===== config.mk =====
export PLATFORM = sky130hd
export DESIGN_NAME = ttb_front
export DESIGN_NICKNAME = d
export VERILOG_FILES = /design/src/sv/triangle_tangent_basis_core_assert.svh /design/src/sv/ttb_front.sv
export SDC_FILE = /design/constraint.sdc
export NUM_CORES = 1
export LEC_CHECK = 0
export BUFFER_PORTS_ARGS = -buffer_cell sky130_fd_sc_hd__clkbuf_2
export CELL_PAD_IN_SITES_DETAIL_PLACEMENT = 0
export CELL_PAD_IN_SITES_GLOBAL_PLACEMENT = 1
export CORE_ASPECT_RATIO = 1.4
export CORE_MARGIN = 5
export CORE_UTILIZATION = 39
export DETAILED_ROUTE_END_ITERATION = 8
export GPL_TIMING_DRIVEN = 0
export HOLD_SLACK_MARGIN = 0.12
export PLACE_DENSITY_LB_ADDON = 0.1
export SLEW_MARGIN = 20
export SYNTH_ARGS = -nofsm -noshare
export SYNTH_HDL_FRONTEND = slang
export SYNTH_SLANG_ARGS = --single-unit

===== constraint.sdc =====
create_clock -name i_clk -period 13.7 [get_ports i_clk]
set_input_delay 1.37 -clock i_clk [delete_from_list [all_inputs] [get_ports i_clk]]
set_output_delay 1.37 -clock i_clk [all_outputs]
set_load 0.005 [all_outputs]

===== src/sv/triangle_tangent_basis_core_assert.svh =====
// Assertion macros shared by the triangle tangent basis RTL.
`ifndef TRIANGLE_TANGENT_BASIS_CORE_ASSERT_SVH
`define TRIANGLE_TANGENT_BASIS_CORE_ASSERT_SVH

// The condition must never hold outside reset.
`define TTB_ASSERT_NEVER(lbl, clk, rst_n, cond, msg) \
    lbl: assert property (@(posedge clk) disable iff (!rst_n) !(cond)) else $error(msg);

// The antecedent implies the consequent in the same cycle.
`define TTB_ASSERT_IMPLIES(lbl, clk, rst_n, ante, cons, msg) \
    lbl: assert property (@(posedge clk) disable iff (!rst_n) (ante) |-> (cons)) else $error(msg);

// The antecedent implies the consequent in the next cycle.
`define TTB_ASSERT_NEXT(lbl, clk, rst_n, ante, cons, msg) \
    lbl: assert property (@(posedge clk) disable iff (!rst_n) (ante) |=> (cons)) else $error(msg);

`endif


===== src/sv/ttb_front.sv =====
// Front end: holds the first two wedges and forms the edge job on the third.
`default_nettype none
module ttb_front #(
    parameter int POS_WIDTH = 32,
    parameter int UV_WIDTH  = 24,
    parameter int JOB_W     = 447
) (
    input  wire logic                        i_clk,
    input  wire logic                        i_rst_n,
    input  wire logic                        i_push,
    output logic                             o_full,
    input  wire logic signed [POS_WIDTH-1:0] i_pos_x,
    input  wire logic signed [POS_WIDTH-1:0] i_pos_y,
    input  wire logic signed [POS_WIDTH-1:0] i_pos_z,
    input  wire logic signed [UV_WIDTH-1:0]  i_tex_u,
    input  wire logic signed [UV_WIDTH-1:0]  i_tex_v,
    input  wire logic                        i_first_corner,
    output logic                             o_job_push,
    output logic [JOB_W-1:0]                 o_job_data,
    input  wire logic                        i_job_full
);

    localparam int PRE = (POS_WIDTH + UV_WIDTH > 60) ? (POS_WIDTH + UV_WIDTH - 60) : 0;
    localparam int EPW = POS_WIDTH + 1 - PRE;
    localparam int EUW = UV_WIDTH + 1;

    logic        [1:0]           r_cnt;
    logic signed [POS_WIDTH-1:0] r_pos [2][3];
    logic signed [UV_WIDTH-1:0]  r_u [2];
    logic signed [UV_WIDTH-1:0]  r_v [2];

    logic [1:0]                  slot;
    logic                        accept;
    logic                        third;
    logic signed [POS_WIDTH-1:0] in_pos [3];
    logic signed [POS_WIDTH-1:0] pa [3][3];
    logic signed [UV_WIDTH-1:0]  ua [3];
    logic signed [UV_WIDTH-1:0]  va [3];
    logic signed [POS_WIDTH:0]   dpos [3][3];
    logic signed [POS_WIDTH:0]   spos [3][3];

    assign o_full     = i_job_full;
    assign accept     = i_push && !o_full;
    assign slot       = i_first_corner ? 2'd0 : r_cnt;
    assign third      = (slot == 2'd2);
    assign o_job_push = accept && third;
    assign in_pos[0]  = i_pos_x;
    assign in_pos[1]  = i_pos_y;
    assign in_pos[2]  = i_pos_z;

    always_comb begin
        for (int i = 0; i < 3; i++) begin
            pa[0][i] = r_pos[0][i];
            pa[1][i] = r_pos[1][i];
            pa[2][i] = in_pos[i];
        end
        ua[0] = r_u[0];
        ua[1] = r_u[1];
        ua[2] = i_tex_u;
        va[0] = r_v[0];
        va[1] = r_v[1];
        va[2] = i_tex_v;
        o_job_data = '0;
        for (int k = 0; k < 3; k++) begin
            for (int i = 0; i < 3; i++) begin
                dpos[k][i] = {pa[(k == 0) ? 1 : 2][i][POS_WIDTH-1], pa[(k == 0) ? 1 : 2][i]}
                           - {pa[(k == 2) ? 1 : 0][i][POS_WIDTH-1], pa[(k == 2) ? 1 : 0][i]};
                spos[k][i] = dpos[k][i] >>> PRE;
                o_job_data[(k*3+i)*EPW +: EPW] = spos[k][i][EPW-1:0];
            end
            o_job_data[9*EPW + k*EUW +: EUW] =
                {ua[(k == 0) ? 1 : 2][UV_WIDTH-1], ua[(k == 0) ? 1 : 2]}
              - {ua[(k == 2) ? 1 : 0][UV_WIDTH-1], ua[(k == 2) ? 1 : 0]};
            o_job_data[9*EPW + 3*EUW + k*EUW +: EUW] =
                {va[(k == 0) ? 1 : 2][UV_WIDTH-1], va[(k == 0) ? 1 : 2]}
              - {va[(k == 2) ? 1 : 0][UV_WIDTH-1], va[(k == 2) ? 1 : 0]};
        end
    end

    always_ff @(posedge i_clk) begin
        if (!i_rst_n) begin
            r_cnt <= 2'd0;
        end else if (accept) begin
            r_cnt <= third ? 2'd0 : slot + 2'd1;
        end
    end

    always_ff @(posedge i_clk) begin
        if (accept && !third) begin
            for (int i = 0; i < 3; i++) begin
                r_pos[slot[0]][i] <= in_pos[i];
            end
            r_u[slot[0]] <= i_tex_u;
            r_v[slot[0]] <= i_tex_v;
        end
    end

endmodule
`default_nettype wire


# ---- Yosys cells after proc, flatten, opt, wreduce, memory -nomap -nowiden
# Memories as Yosys holds them, arrays and structs flattened.
# Cells that the tools add are included.
dict set report word_totals {
  ff_bits 2
  latchBits 0
  ram_bits 288
  rom_bits 0
  input_bits 149
  out_inout_bits 449
  elab_cells 30
  n_memories 3
}
dict set report classes {
  n_addsub 16
  n_mul 0
  div 0
  magnitude_cmp 0
  eq_ne 1
  shifts 0
  muxes 4
  n_bitwise 0
  reduce_logical 5
}
# memory words width read_ports rd_ports_with_merged_regs wr line
set memory_table {}
lappend memory_table {r_pos 2 96 2 0 1 ttb_front.sv:28} ;# logic signed [POS_WIDTH-1:0] r_pos [2][3];
lappend memory_table {r_u 2 24 2 0 1 ttb_front.sv:29} ;# logic signed [UV_WIDTH-1:0] r_u [2];
lappend memory_table {r_v 2 24 2 0 1 ttb_front.sv:30} ;# logic signed [UV_WIDTH-1:0] r_v [2];
# operator n
set op_table {}
lappend op_table {{$sub 32x32->33} 9}
lappend op_table {{$sub 24x24->25} 6}
lappend op_table {{$mux 2} 2}
lappend op_table {{$logic_and 1x1->1} 3}
lappend op_table {{$add 2x1->2 const B} 1}
lappend op_table {{$eq 2x2->1 const B} 1}
lappend op_table {{$logic_not 1->1} 2}
lappend op_table {{$mux 1} 2}

# ---- Logic depth before layout (Yosys ltp)
dict set report logic_depth {
  ltp_word 6
  ltp_mapped 13
  ltp_nobuf 13
}

# ---- Least setup slack after synthesis
# No wires, ideal clock.
dict set report synth_timing {
  path_type {input-to-reg}
  from {input port i_job_full}
  to {memory r_pos[1][0] (netlist name) (enable)}
  setup_ns 0.859
  arrival_ns 12.055
  t_required_ns 12.841
  path_slack_ns 0.787
  stages 2
  path_buffers 0
  path_cell_list {nand2b_1 > nor3b_1}
}
dict set report synth_between {
  elab_chain_len 5
}
# item line
set synth_lines {}
lappend synth_lines {{start: declaration} ttb_front.sv:20} ;# input wire logic i_job_full
lappend synth_lines {{$logic_not 1->1} ttb_front.sv:43} ;# assign accept = i_push && !o_full;
lappend synth_lines {{$logic_and 1x1->1} ttb_front.sv:43}
lappend synth_lines {{$logic_and 1x1->1} ttb_front.sv:89} ;# if (accept && !third) begin
lappend synth_lines {{$mux 1} ttb_front.sv:89}
lappend synth_lines {{$mux 1 (implied by the code)} ttb_front.sv:91} ;# r_pos[slot[0]][i] <= in_pos[i];
lappend synth_lines {{end: declaration} ttb_front.sv:28}
# Every way passes these cells.

# ---- Worst setup path after layout
dict set report layout_timing {
  from {input port i_pos_y[0]}
  to {output port o_job_data[263]}
}
dict set report layout_between {
  elab_chain_len 1
}
# item line
set layout_lines {}
lappend layout_lines {{start: declaration} ttb_front.sv:13} ;# input wire logic signed [POS_WIDTH-1:0] i_pos_y,
lappend layout_lines {{$sub 32x32->33} ttb_front.sv:67} ;# - {pa[(k == 2) ? 1 : 0][i][POS_WIDTH-1], pa[(k == 2) ? 1 : 0][i]};
lappend layout_lines {{end: declaration} ttb_front.sv:19} ;# output logic [JOB_W-1:0] o_job_data,
# Every way passes these cells.

==> results.ini <==
[logic_synthesis]
synth_cell_types=84
synth.largest_area_cell=edfxtp_1
synthTopCellsByArea=edfxtp_1 29%, ha_1 18%, xnor2_1 7.8%
syn-num-nets=3938
synthXorXnorAreaFrac_pct=10.5
ys_warn_count=0
synth_compound_area_share_pct=22.9
synthSimpleGateAreaFrac_pct=12.7
synthMuxAreaShare_pct=0.105
synth_top_family_by_area=compound AO/OA/AOI/OAI gates
yosysMostFrequentCell=ha_1
async_flop_share_pct=0
synth_flop_cell=edfxtp_1
synth_seq_cells=290
synthCells=3342
synthAdderAreaFrac_pct=19.2
synth-edff-count=288
synth.avg_cell_area_um2=8.88
ys_seq_area_share_pct=29.3
synth_area_um2=29700
synthTopCellsByCount=432 x ha_1, 398 x inv_1, 323 x a21oi_1
synth_top_area_share_pct=29.2

[cts]
post_cts_buffers=0
cts_made_buffers=36
clock-root-buffer=clkbuf_16
clockBufferDepth=3
clock-sinks=290
postCtsHoldBufs=0
clock_latency_ns=0.55
post_cts_resized=0
path_clk_slew_ns=0.06
htreeDepth=2
cts_tree=yes

[sta]
slew-limit-headroom_pct=52.1
fin_ws_ns=7.39
fin_tns_setup_ns=0
report.final.setup_viol=0
hold_violations=0
layout_min_cycle_time_ns=6.31
period_share_pct=46.0
drv_slew=0
tightest_slew_ns=0.712
holdWs_ns=0.563
rsz0062_at_grt=false
skew_ns=0.0162
maxClockFrequency_ghz=0.159

[floorplan]
io_pins=598
die-height_um=336
dieWidth_um=243
rows=119
die_area_um2=81800
core_area_um2=75300
initial_utilization_pct=39.4

[status]
outcome=complete, no violations

[global_route]
grt.total_usage_pct=22.5
grt_max_degree=24
gr-total-overflow=0
grt_pass1_vias=26250
antenna_found_initial=17
grt_first_pass_wirelength_um=147000

[flow_run]
cap_violations=0

[routing]
via_count=26443
drc=0
drt_iter0_markers=977
wire_per_inst_um=19.5
via_per_inst=5.28
final_antenna_net_count=0
totalWireLength_um=97500
dr.pass1.iters=8

[placement]
dp_slack_ns=7.30
gp_routability_congestion=0.883
io_buffer_count=597
hpwl_um=83900
placed_cell_area_um2=34200
dp.cells=4933

[critical_path]
worstPathRequired_ns=12.33
r2r_start=r_cnt[0]
cp-end-kind=primary output
cp_max_fo=4
arrival_ns=4.94
r2r_end=r_u[1][5]
worstSetupPathType=input port to primary output
startpoint_type=input port
rrSetupSlack_ns=11.54
r2r_cells=6

[final_layout]
fill_cells=7603
final_cells=5006
drive_gt1_share_pct=17.6
fin_area_um2=35400
syn_to_final_growth_pct=19.4
post-route-util_pct=47.0
fin_nets=4599

[pwr]
power_mw=3.03
p_leak_nw=17.1
cellPowerDensity_nw_per_um2=85.5
peakVddDrop_mv=0.0883

[worst_hold_path]
min_from=r_cnt[0]
holdCritPathClass=flip-flop to flip-flop
min_path_cells=2
hold_end=r_cnt[0]

-- how the worst max path moves through the flow --
stage                     cells after the start        from         endpoint  slack (ns)
final                                        15  i_pos_y[0]  o_job_data[263]        7.39
after detailed placement                     15  i_pos_y[0]  o_job_data[263]        7.30
after CTS                                    15  i_pos_y[0]  o_job_data[263]        7.27
after floorplan                               2  i_job_full      r_pos[1][0]        0.79
after global placement                        5  i_job_full         r_cnt[1]       -7.37
after global routing                         15  i_pos_y[0]  o_job_data[263]        7.03
-- report_power, final --
part,internal [mW],switching (mW)
registers,1.00,0.00754
logic,0.426,0.587
clock network,0.608,0.396
total,2.04,0.990
-- worst max-delay path, stage by stage --
cell and delay, ns:
clkbuf_2 0.10, inv_1 0.07, ha_1 0.23, fa_1 0.25, nor2b_1 0.06, o21ai_1 0.17
a21oi_1 0.13, o31ai_1 0.64, a211oi_1 0.32, o41ai_2 0.48, nor2b_1 0.19, a2111oi_0 0.57
nor2_1 0.10, a21oi_1 0.13, clkbuf_2 0.12
-- layout by cell type (no fill, tap or decap), drive strengths merged, types with 14 or more instances in the layout --
master | Yosys | final
o31ai | 19 | 19
and3 | 26 | 26
or3 | 14 | 14
nor2 | 244 | 244
inv | 398 | 399
nor3 | 35 | 35
and2 | 19 | 19
a21o | 170 | 170
nand4 | 31 | 31
nor2b | 72 | 72
a31oi | 28 | 28
buf | 2 | 28
edfxtp | 288 | 288
nand2b | 51 | 51
o31a | 14 | 14
xor2 | 93 | 93
o211ai | 25 | 25
o21ai | 191 | 191
xnor2 | 263 | 263
a211oi | 29 | 29
ha | 432 | 432
o21a | 87 | 87
nand2 | 182 | 182
a21boi | 17 | 17
clkbuf | 18 | 658
nand3 | 63 | 63
a21oi | 324 | 324
o21bai | 42 | 42
fa | 15 | 15
-- sequential cells by signal, indices dropped and copies added, names as in the netlist --
name	flops
r_cnt	2
r_pos	192
r_u	48
r_v	48
-- per-layer routing --
metal,global-route usage [%],part of all wire [%],routed length [um],vias up
met4,7.31,3.0,2970,12
met1,25.1,40,38500,12315
met2,41.4,50,49200,571
li1,-,-,-,13422
met5,0,0.10,102,-
met3,6.50,6.9,6750,123
-- kinds of logic after synthesis --
| group | Yosys count |
|---|---|
| xor gates and xnor gates | 356 |
| AOI/OAI and AO/OA | 1047 |
| muxes | 3 |
| and+or+nand+nor | 781 |
| DFF | 290 |
| adders and majority gates | 447 |
| buffers and inverters | 418 |
-- cell type report --
cell class                 count  area [um2]  share of cell area [%]
sequential                   290        8690                    24.5
inverter                     398        1490                    4.22
buffer                        20        80.1                   0.226
clock buffer                  43         948                    2.68
clock inverter                20         262                   0.738
timing repair buffer         623        3300                    9.32
antenna                       10        25.0                  0.0706
multi-input combinational   2634       19400                    54.8
tap                          968        1210                    3.42
No activity file was read; power rests on OpenSTA's default activity.
