## config.mk

```make
export PLATFORM = sky130hd
export DESIGN_NAME = ttb_fifo
export DESIGN_NICKNAME = d
export VERILOG_FILES = /design/src/sv/ttb_fifo.sv
export VERILOG_INCLUDE_DIRS = /design/src /design/src/sv
export SDC_FILE = /design/constraint.sdc
export NUM_CORES = 1
export LEC_CHECK = 0
export BUFFER_PORTS_ARGS = -buffer_cell sky130_fd_sc_hd__buf_4
export CAP_MARGIN = 20
export CORE_MARGIN = 1
export CORE_UTILIZATION = 30
export CTS_CLUSTER_SIZE = 30
export DETAILED_ROUTE_END_ITERATION = 8
export GPL_ROUTABILITY_DRIVEN = 0
export GPL_TIMING_DRIVEN = 0
export SETUP_SLACK_MARGIN = 0.5
export SYNTH_ARGS = -nofsm -noshare
export SYNTH_HDL_FRONTEND = slang
export SYNTH_SLANG_ARGS = --single-unit
```

## constraint.sdc

```tcl
create_clock -name i_clk -period 2.54 [get_ports i_clk]
set_input_delay 0.127 -clock i_clk [delete_from_list [all_inputs] [get_ports i_clk]]
set_output_delay 0.127 -clock i_clk [all_outputs]
set_load 0.005 [all_outputs]
```

## src/sv/triangle_tangent_basis_core_assert.svh

```systemverilog
// Assertion macros shared by the triangle tangent basis RTL.
`ifndef TRIANGLE_TANGENT_BASIS_CORE_ASSERT_SVH
`define TRIANGLE_TANGENT_BASIS_CORE_ASSERT_SVH

// The condition must never hold outside reset.
`define TTB_ASSERT_NEVER(lbl, clk, rst_n, cond, msg) \
    lbl: assert property (@(posedge clk) disable iff (!rst_n) !(cond)) else $error(msg);

// The antecedent implies the consequent in the same cycle.
`define TTB_ASSERT_IMPLIES(lbl, clk, rst_n, ante, cons, msg) \
    lbl: assert property (@(posedge clk) disable iff (!rst_n) (ante) |-> (cons)) else $error(msg);

// The antecedent implies the consequent in the next cycle.
`define TTB_ASSERT_NEXT(lbl, clk, rst_n, ante, cons, msg) \
    lbl: assert property (@(posedge clk) disable iff (!rst_n) (ante) |=> (cons)) else $error(msg);

`endif

```

## src/sv/ttb_fifo.sv

```systemverilog
// Small register queue used between the front, the back and the result port.
`default_nettype none
`include "triangle_tangent_basis_core_assert.svh"
module ttb_fifo #(
    parameter int WIDTH = 8,
    parameter int DEPTH = 2
) (
    input  wire logic             i_clk,
    input  wire logic             i_rst_n,
    input  wire logic             i_push,
    input  wire logic [WIDTH-1:0] i_data,
    output logic                  o_full,
    input  wire logic             i_pop,
    output logic      [WIDTH-1:0] o_data,
    output logic                  o_empty
);

    localparam int PTR_W = $clog2(DEPTH);
    localparam int CNT_W = $clog2(DEPTH + 1);

    logic [WIDTH-1:0] r_mem [DEPTH];
    logic [PTR_W-1:0] r_wr;
    logic [PTR_W-1:0] r_rd;
    logic [CNT_W-1:0] r_cnt;
    logic             push_ok;
    logic             pop_ok;

    assign o_full  = (r_cnt == CNT_W'(DEPTH));
    assign o_empty = (r_cnt == '0);
    assign push_ok = i_push && !o_full;
    assign pop_ok  = i_pop && !o_empty;
    assign o_data  = r_mem[r_rd];

    always_ff @(posedge i_clk) begin
        if (!i_rst_n) begin
            r_wr  <= '0;
            r_rd  <= '0;
            r_cnt <= '0;
        end else begin
            if (push_ok) begin
                r_wr <= (r_wr == PTR_W'(DEPTH - 1)) ? '0 : r_wr + 1'b1;
            end
            if (pop_ok) begin
                r_rd <= (r_rd == PTR_W'(DEPTH - 1)) ? '0 : r_rd + 1'b1;
            end
            if (push_ok && !pop_ok) begin
                r_cnt <= r_cnt + 1'b1;
            end else if (pop_ok && !push_ok) begin
                r_cnt <= r_cnt - 1'b1;
            end
        end
    end

    always_ff @(posedge i_clk) begin
        if (push_ok) begin
            r_mem[r_wr] <= i_data;
        end
    end

    `TTB_ASSERT_NEVER(a_cnt_range, i_clk, i_rst_n, r_cnt > CNT_W'(DEPTH), "Queue count above depth.")
    `TTB_ASSERT_NEXT(a_push_grows, i_clk, i_rst_n, push_ok && !pop_ok, r_cnt == $past(r_cnt) + 1'b1, "Queue count did not grow.")

endmodule
`default_nettype wire

```

# Yosys cells after proc, flatten, opt, wreduce, memory -nomap -nowiden
# Memories as Yosys holds them, arrays and structs flattened. A register that Yosys moved wholly into a read port is not among the register bits.
# Index checks and enable logic that the tools add are counted.
# totals
ff_bits	4
ramBits	16
inputBits	12
output_inout_bits	10
wordCells	27
mem_count	1
# mem_list
memory	words	width	read_ports	rd_ports_with_merged_regs	write_ports	line	source
r_mem	2	8	1	1	1	ttb_fifo.sv:21	logic [WIDTH-1:0] r_mem [DEPTH];
# classes
add_sub_neg	4
n_eq_ne	1
n_mux	8
reduce_logical	10
# ops
operator	n
$mux 1	6
$logic_and 1x1->1	4
$logic_not 1->1	4
$mux 2	2
$add 1x1->1 const B	2
$add 2x1->2 const B	1
$eq 2x2->1 const B	1
$logic_not 2->1	1
$reduce_bool 2->1	1
$sub 2x1->2 const B	1

# Longest topological paths before layout
# Gate-level depths: netlist of run 1.
# depth
ltp_word	7
depth_mapped	7
ltp_nobuf	7

# Worst setup path before layout of run 1
# OpenSTA, ideal clock, no wires.
# synth_path
path_type	reg-to-reg
start	register r_cnt[0]
end	register r_cnt[1]
t_arrival_ps	1384
setup_slack_ps	1086
path_stages_with_launch	7
cell_sequence	dfxtp_1 > nand2b_1 > inv_2 > nor2_1 > ha_1 > or3_1 > a21boi_1
# synth_between
elab_chain_len	6
word_cells_on_any_way	15
classes_between	add/sub (2); eq/ne (1); mux (2); reduce/logical (10)
# synth_lines
element	line	source
start, declared	ttb_fifo.sv:24	logic [CNT_W-1:0] r_cnt;
start signal, assigned	ttb_fifo.sv:47	r_cnt <= r_cnt + 1'b1;
start signal, assigned	ttb_fifo.sv:49	r_cnt <= r_cnt - 1'b1;
$eq 2x2->1 *	ttb_fifo.sv:28	assign o_full = (r_cnt == CNT_W'(DEPTH));
named net o_full	ttb_fifo.sv:12	output logic o_full,
$logic_not 1->1 *	ttb_fifo.sv:30	assign push_ok = i_push && !o_full;
$logic_and 1x1->1 *	ttb_fifo.sv:30	
$logic_not 1->1	ttb_fifo.sv:48	end else if (pop_ok && !push_ok) begin
$logic_and 1x1->1	ttb_fifo.sv:48	
$reduce_bool 2->1 (no line)	-	
# Mark *: on every way through the listed nets, which the timed path passes. The rest lies on a longest branch. The select of a mux whose other input is x is not followed.
# A chain may end at the register's enable or synchronous reset.

# Worst setup path in the final report of run 1
# layout_path
start	register r_cnt[0]
end	register r_cnt[1]
# layout_between
elab_chain_len	6
word_cells_on_any_way	15
classes_between	add/sub (2); eq/ne (1); mux (2); reduce/logical (10)
# layout_lines
element	line
$eq 2x2->1 / $logic_not 2->1 (equally long branches)	ttb_fifo.sv:28, ttb_fifo.sv:29
$logic_not 1->1, on equally long branches	ttb_fifo.sv:30, ttb_fifo.sv:31
$logic_and 1x1->1, on equally long branches	ttb_fifo.sv:30, ttb_fifo.sv:31
$logic_not 1->1, on equally long branches	ttb_fifo.sv:48, ttb_fifo.sv:46
$logic_and 1x1->1, on equally long branches	ttb_fifo.sv:48, ttb_fifo.sv:46
$reduce_bool 2->1 (no line) / $mux 2 (equally long branches)	-
# Several ways; a longest one is shown, not always the timed one. The select of a mux whose other input is x is not followed.

==> impl_results.md, run 1 <==
- Pwr dens: ~880 nW/um2
- Area taken by multi-input logic gates: 216 um2
- Ys Warns: 0
- Sequential fraction of the synthesis area: 0.717
- Post-route ant nets: 0
- Dpl hpwl: 910 um
- Leak Pwr: 0.421 nW
- Fill cells: between 200 and 250
- DP Area: 1000 um2
- Largest cells by area after synthesis: edfxtp_1, dfxtp_1, mux2_2
- Crit path launch type: flop
- Worst min path class: input pin to flop
- Clock insertion delay at the later pin of the skew report: 0.29 ns
- Register area: 581 um2
- Num CTS Buffers: 3
- Status: completed
- Post-Synthesis Cell Area: approximately 800 um2
- Final setup vio count: 0
- Fmax: 625 MHz
- RSZ-0062 raised after global routing: no
- Wire length per cell: 11.3 um
- Slew at the pin closest to its max-slew limit: 0.720 ns
- Fin. max-slew vios: 0
- Worst vdd ir: roughly 0.45 mV
- Fin crit period: 1.60 ns
- Top-area cell type share of the netlist area: 0.594
- Row cnt: 18
- Post-synthesis compound-gate area fraction: 0.0402
- Die Span X: 53.9 um
- # IOs: 22
- Area delta synth->final: 32.5%
- Final Cycle Share: 0.630
- Post-Synth Simple-Gate Area: 0.0680
- Global-route usage over all layers: 0.0952
- Synth Instances: 50
- Layout Skew: 0.00366 ns
- XOR/XNOR Fraction of Synth Area: 0.0325
- PnR worst setup slack: 0.939 ns
- Buffers on Ports: 21
- GR Util met2: 0.156
- Top Usage Layer GRT: met2
- Full die area: slightly below 3000 um2
- # diodes: 0
- Fin util: 0.425
- Synth Area per Inst: 16.2 um2
- Routed WL: 1.23 mm
- Global route total overflow: 0
- Initial antenna violation count: 0
- Worst slew margin: 0.518
- Final Cell Area: 1070 um2
- Sink Count: 21
- First-pass GRT wire length: 1.86 mm
- CTS tree: done
- Buffers from clock root to sink, at most: 2
- Critical path type: flop to flop
- Core Area: 2520 um2
- Max Fanout on Critical Path: 5
- Clock Tree Root: clkbuf_4
- WP data required: roughly 2.8 ns
- DR iter-0 viols: 8
- Post-synth cell types: 20
- Vias in the first global route: 431
- DRC viols: 0
- Met3 Usage GRT: 0.0169
- H-tree depth: 1
- Top cell type by total area after synthesis: edfxtp_1
- Final setup TNS: 0 ns
- Adder and majority cell fraction of the synthesized area: 0.0155
- Share of layout cells above drive strength 1: 0.456
- Clk slew on worst S/H paths: between 0.1 and 0.15 ns
- Met1 global-route usage: 0.117
- Final Hold Viols: 0
- Largest family of logic cells by synthesized area: multiplexers
- FF+latch count, synth: 21
- Drt via density: 4.45
- Vias: 485
- Max cap viols: 0
- Layout net count: 93
- Flop2flop setup slack: around 0.94 ns
- Place WS: just over 0.9 ns
- Pin count of the biggest net entering global routing: 13
- Hold WS: 0.0189 ns
- Crit path DAT: 1.83 ns
- DRT Pass-1 Iters: 4
- Mux share of post-synthesis cell area: 0.111
- Starting density of the core: 0.321
- Net count after synthesis: 63
- Die Ht: 53.9 um
- Crit. End Element: flop
==> synth_stat cells <==
cell type / instances
a21boi_1: 1
or3_1: 1
nand2b_1: 1
edfxtp_1: 16
inv_1: 1
nor2_1: 2
o21ai_0: 1
and2_1: 3
and3_1: 1
dfxtp_1: 5
a21boi_0: 1
ha_1: 1
xnor2_1: 2
xor2_1: 1
nor3_2: 1
o21ai_1: 1
o21a_1: 1
buf_2: 1
mux2_2: 8
inv_2: 1
==> worst max-delay path: stages, from the launching register on <==
cell and delay (ns):
dfxtp_1 0.43, nand2b_1 0.19, inv_2 0.07, nor2_1 0.09
ha_1 0.26, or3_1 0.35, a21boi_1 0.15
==> power breakdown <==
group	leakage [nW]	internal, W	total, W	switching, W
Combinational	0.213	0.000189	0.000323	0.000134
Clock	0.0177	0.0000585	0.000150	0.0000913
Sequential	0.191	0.000438	0.000467	0.0000288
==> path summary, 6_finish.rpt <==
check | from | to | cells after the start
hold / removal | i_data[4] | r_mem[0][4] | 1
setup / recovery | r_cnt[0] | r_cnt[1] | 6
setup reg to reg | r_cnt[0] | r_cnt[1] | 6
hold reg to reg | r_cnt[1] | r_cnt[1] | 2
==> stage by stage <==
step	instances	power [W]
floorplan	50	0.000662
global placement	101	0.000790
detailed placement	101	0.000798
CTS	105	0.000953
global route	109	0.00101
finish	109	0.000940
==> state kept, by name, summed over array words and instances (netlist names), named ones only <==
name   flops
r_mem     16
r_cnt      2
r_rd       1
r_wr       1
==> cell usage in the layout, fill, tap and decap left out, drive strengths merged, types with 2 or more instances in the layout <==
cell and n:
nor2 2, and2 3, o21ai 2, mux2 8, inv 2, a21boi 2
xnor2 2, buf 22, edfxtp 16, dfxtp 5, clkbuf 3, dlygate4sd3 4
==> final cells by class <==
cell class | instances | area share
Tap cell | 30 | 0.0350
Clock buffer | 3 | 0.0210
Multi-Input combinational cell | 26 | 0.202
Timing Repair Buffer | 25 | 0.184
Buffer | 1 | 0.00467
Clock inverter | 1 | 0.00467
Inverter | 2 | 0.00700
Sequential cell | 21 | 0.541
==> timing repair <==
action	4_1_cts	5_1_grt
hold buffers	0	4
hold endpoints to repair	0	8
resized for setup	0	0
setup buffers	0	0
==> layer usage <==
metal  routed length [um]  vias up
li1                     -      240
met4                   10        0
met1                  546      228
met2                  605       15
met5                    0        -
met3                   71        2
==> kinds of logic (layout without fill, tap and decap cells) <==
group / count (synthesis) / count (layout)
XOR/XNOR: 3 / 3
AO/OA/AOI/OAI: 5 / 5
AND/OR/NAND/NOR: 9 / 9
buffers and inverters: 3 / 32
multiplexers: 8 / 8
flip-flops: 21 / 21
adder cells (fa/ha/maj): 1 / 1
Note: power is estimated with default switching activity, not from simulation.
==> run 2, diff against run 1 <==
--- a/config.mk
+++ b/config.mk
@@ -6,6 +6,7 @@
 export SDC_FILE = /design/constraint.sdc
 export NUM_CORES = 1
 export LEC_CHECK = 0
+export ABC_AREA = 1
 export BUFFER_PORTS_ARGS = -buffer_cell sky130_fd_sc_hd__buf_4
 export CAP_MARGIN = 20
 export CORE_MARGIN = 1
==> constraint.sdc (replaced) <==
create_clock -name i_clk -period 1.5 [get_ports i_clk]
set_input_delay 0.075 -clock i_clk [delete_from_list [all_inputs] [get_ports i_clk]]
set_output_delay 0.075 -clock i_clk [all_outputs]
set_load 0.005 [all_outputs]
==> impl_results.md, run 2 <==
- Critical path type: flop to output port
- Most flop-heavy register: r_mem
- Full die area: 2960 um2
- Global-route usage over all layers: 0.116
- Primary FF master, synth: edfxtp_1
- EDFF count, synth: 16
- RSZ-0062 raised after global routing: yes
- Routed WL: 1.48 mm
- Clock power share: 0.131
- Delay-heaviest family, CP: flip-flops
- Slew at the pin closest to its max-slew limit: approximately 0.25 ns
- Max cap viols: 0
- Most frequent cells in the layout: buf_4, edfxtp_1, buf_6, mux2_4, dlygate4sd3_1
- Worst vdd ir: 0.798 mV
- Fin util: 0.518
- Max reg flops: 16
- Initial antenna violation count: 0
- Fin crit period: roughly 1.3 ns
- Sink Count: 21
- DR iter-0 viols: 2
- Row cnt: 18
- RR Endpoint: r_mem[1][6]
- Post-Synth Simple-Gate Area: 0.0942
- CP max-delay cell: dfxtp_2
- Layout net count: approximately 120
- Die Span X: 54.4 um
- Post-Synthesis Cell Area: 823 um2
- Die Ht: approximately 54 um
- Psw: 0.000582 W
- XOR/XNOR Fraction of Synth Area: 0
- Final setup vio count: 0
- Share of layout cells above drive strength 1: 0.553
- Hold Crit Start: i_rst_n
- CP bufs+invs: 2
- Hold path cells: 3
- Largest family of logic cells by synthesized area: multiplexers
- Clock insertion delay at the later pin of the skew report: ~0.29 ns
- Area delta synth->final: 60.2%
- Vias: 590
- H-tree depth: 1
- # IOs: 22
- Num CTS Buffers: 3
- WP data required: 1.42 ns
- Pin count of the biggest net entering global routing: 13
- Synth Instances: 63
- Largest cells by area after synthesis: edfxtp_1, dfxtp_1, mux2_2
- # diodes: 0
- First-pass GRT wire length: 2.37 mm
- Adder and majority cell fraction of the synthesized area: 0.0152
- Mux share of post-synthesis cell area: 0.109
- Status: completed
- Top-area cell type share of the netlist area: 0.584
- Dpl hpwl: 1.02 mm
- Final Hold Viols: 0
- Post-synthesis compound-gate area fraction: 0.0289
- Max Fanout on Critical Path: 8
- FF-to-FF Start: r_cnt[1]
- Buffers from clock root to sink, at most: 2
- Most instantiated cells after synthesis: edfxtp_1, nor2_1, inv_1, mux2_2, nand2_1
- Global route total overflow: 0
- FF+latch count, synth: 21
- Fraction of registers with async set/reset: 0
- Sequential fraction of the synthesis area: 0.705
- DRC viols: 0
- Final Cell Area: roughly 1300 um2
- Clock Tree Root: clkbuf_4
- DRT Pass-1 Iters: 3
- DP Area: 1050 um2
- Buffers on Ports: 21
- Fin. max-slew vios: 0
- Layout Skew: 0.00253 ns
- Crit path launch type: flop
- Top cell type by total area after synthesis: edfxtp_1
- Final Cycle Share: 0.854
- Flop2flop setup slack: 0.22 ns
- Worst hold endpoint: r_cnt[1]
- Top Registers: r_mem x16, r_cnt x2
- Synth Area per Inst: between 10 and 15 um2
- CTS tree: done
- Final setup TNS: 0 ns
- Pwr dens: 1480 nW/um2
- Crit path DAT: 1.21 ns
- Worst path cell trace: buf_8 > mux2_4 > buf_6
- Ys Warns: 0
- Crit. End Element: output port
- Switching share of power: 0.299
- Sequential share of power: 0.419
- Core Area: 2540 um2
- Drt via density: 4.44
- Fmax: just under 800 MHz
- Fill cells: 234
- Post-route ant nets: 0
- FF-to-FF path depth: 5
- Worst slew margin: 0.832
- Net count after synthesis: 76
- Top-count cell post-synth: edfxtp_1
- Worst min path class: input pin to flop
- Clk slew on worst S/H paths: 0.11 ns
- Post-synth cell types: 15
- Vias in the first global route: 553
- Internal Power: 0.00136 W
- Slowest cell delay on critical path: 0.35 ns
- Leak Pwr: ~0.55 nW
- Starting density of the core: 0.324
- Most common cell after layout, fill and taps aside: buf_4
- Gate power share: 0.450
- Wire length per cell: approximately 11 um
## run 2: cell types whose count changed after synthesis, sizes merged, moves of 2 or more
cell and change:
and2 -3, xnor2 -2, a21boi -2, nand2 +6
inv +7, nor2 +9
## run 2: per-stage QoR
step | hold slack, ns | setup slack [ns] | instances | power, W
floorplan | 0.174 | 0.313 | 63 | 0.00117
global placement | 0.261 | 0.260 | 114 | 0.00138
detailed placement | 0.266 | 0.210 | 114 | 0.00141
CTS | 0.0133 | 0.192 | 130 | 0.00188
global route | 0.0185 | 0.153 | 133 | 0.00208
finish | 0.0275 | 0.220 | 133 | 0.00195
## run 2: power by group through the flow
stage,sequential (W),combinational (W),clock (W)
floorplan,0.000808,0.000367,0
global placement,0.000815,0.000569,0
detailed placement,0.000823,0.000585,0
CTS,0.000816,0.000796,0.000268
global route,0.000831,0.000961,0.000290
finish,0.000815,0.000876,0.000256
## run 2: layout make-up
class,count,area [um2],area share
Buffer,1,15.0,0.0114
Clock buffer,3,22.5,0.0171
Clock inverter,1,5.00,0.00380
Inverter,9,33.8,0.0256
Multi-Input combinational cell,32,287,0.217
Sequential cell,21,587,0.445
Tap cell,30,37.5,0.0285
Timing Repair Buffer,36,332,0.251
## run 2: what timing repair did
| action | CTS | global route |
|---|---|---|
| hold buffers | 8 | 0 |
| pin swaps | 4 | 5 |
| hold endpoints to repair | 16 | 0 |
| gates resized for setup | 25 | 5 |
| setup endpoints to repair | 28 | 29 |
| setup buffers | 4 | 3 |
## run 2: worst max-delay path by stage
stage / from / endpoint / slack, ns / cells after the start
6_report: flop / o_data[0] / 0.22 / 3
5_1_grt: r_cnt[1] / r_cnt[1] / 0.15 / 9
4_1_cts: flop / o_data[0] / 0.19 / 3
3_5_place_dp: r_cnt[1] / r_cnt[1] / 0.21 / 9
3_3_place_gp: r_cnt[1] / r_cnt[1] / 0.26 / 8
2_1_floorplan: r_cnt[1] / r_cnt[1] / 0.31 / 8
## run 2: worst min-delay path, delay by kind of cell
kind / cells / cell delay, ns
AND/OR/NAND/NOR: 2 / 0.09
buffers and inverters: 1 / 0.12
## run 2: cells by family after synthesis
family | Yosys count
flip-flops | 21
multiplexers | 8
AO/OA/AOI/OAI | 4
adder cells (fa/ha/maj) | 1
buffers and inverters | 10
AND/OR/NAND/NOR | 19
## run 2: routing by layer
layer | vias to the layer above | track usage | share of wire
met4 | 0 | 0.0513 | 0.0081
met3 | 2 | 0.0250 | 0.049
li1 | 293 | - | -
met2 | 15 | 0.203 | 0.52
met5 | - | 0 | 0
met1 | 280 | 0.135 | 0.42
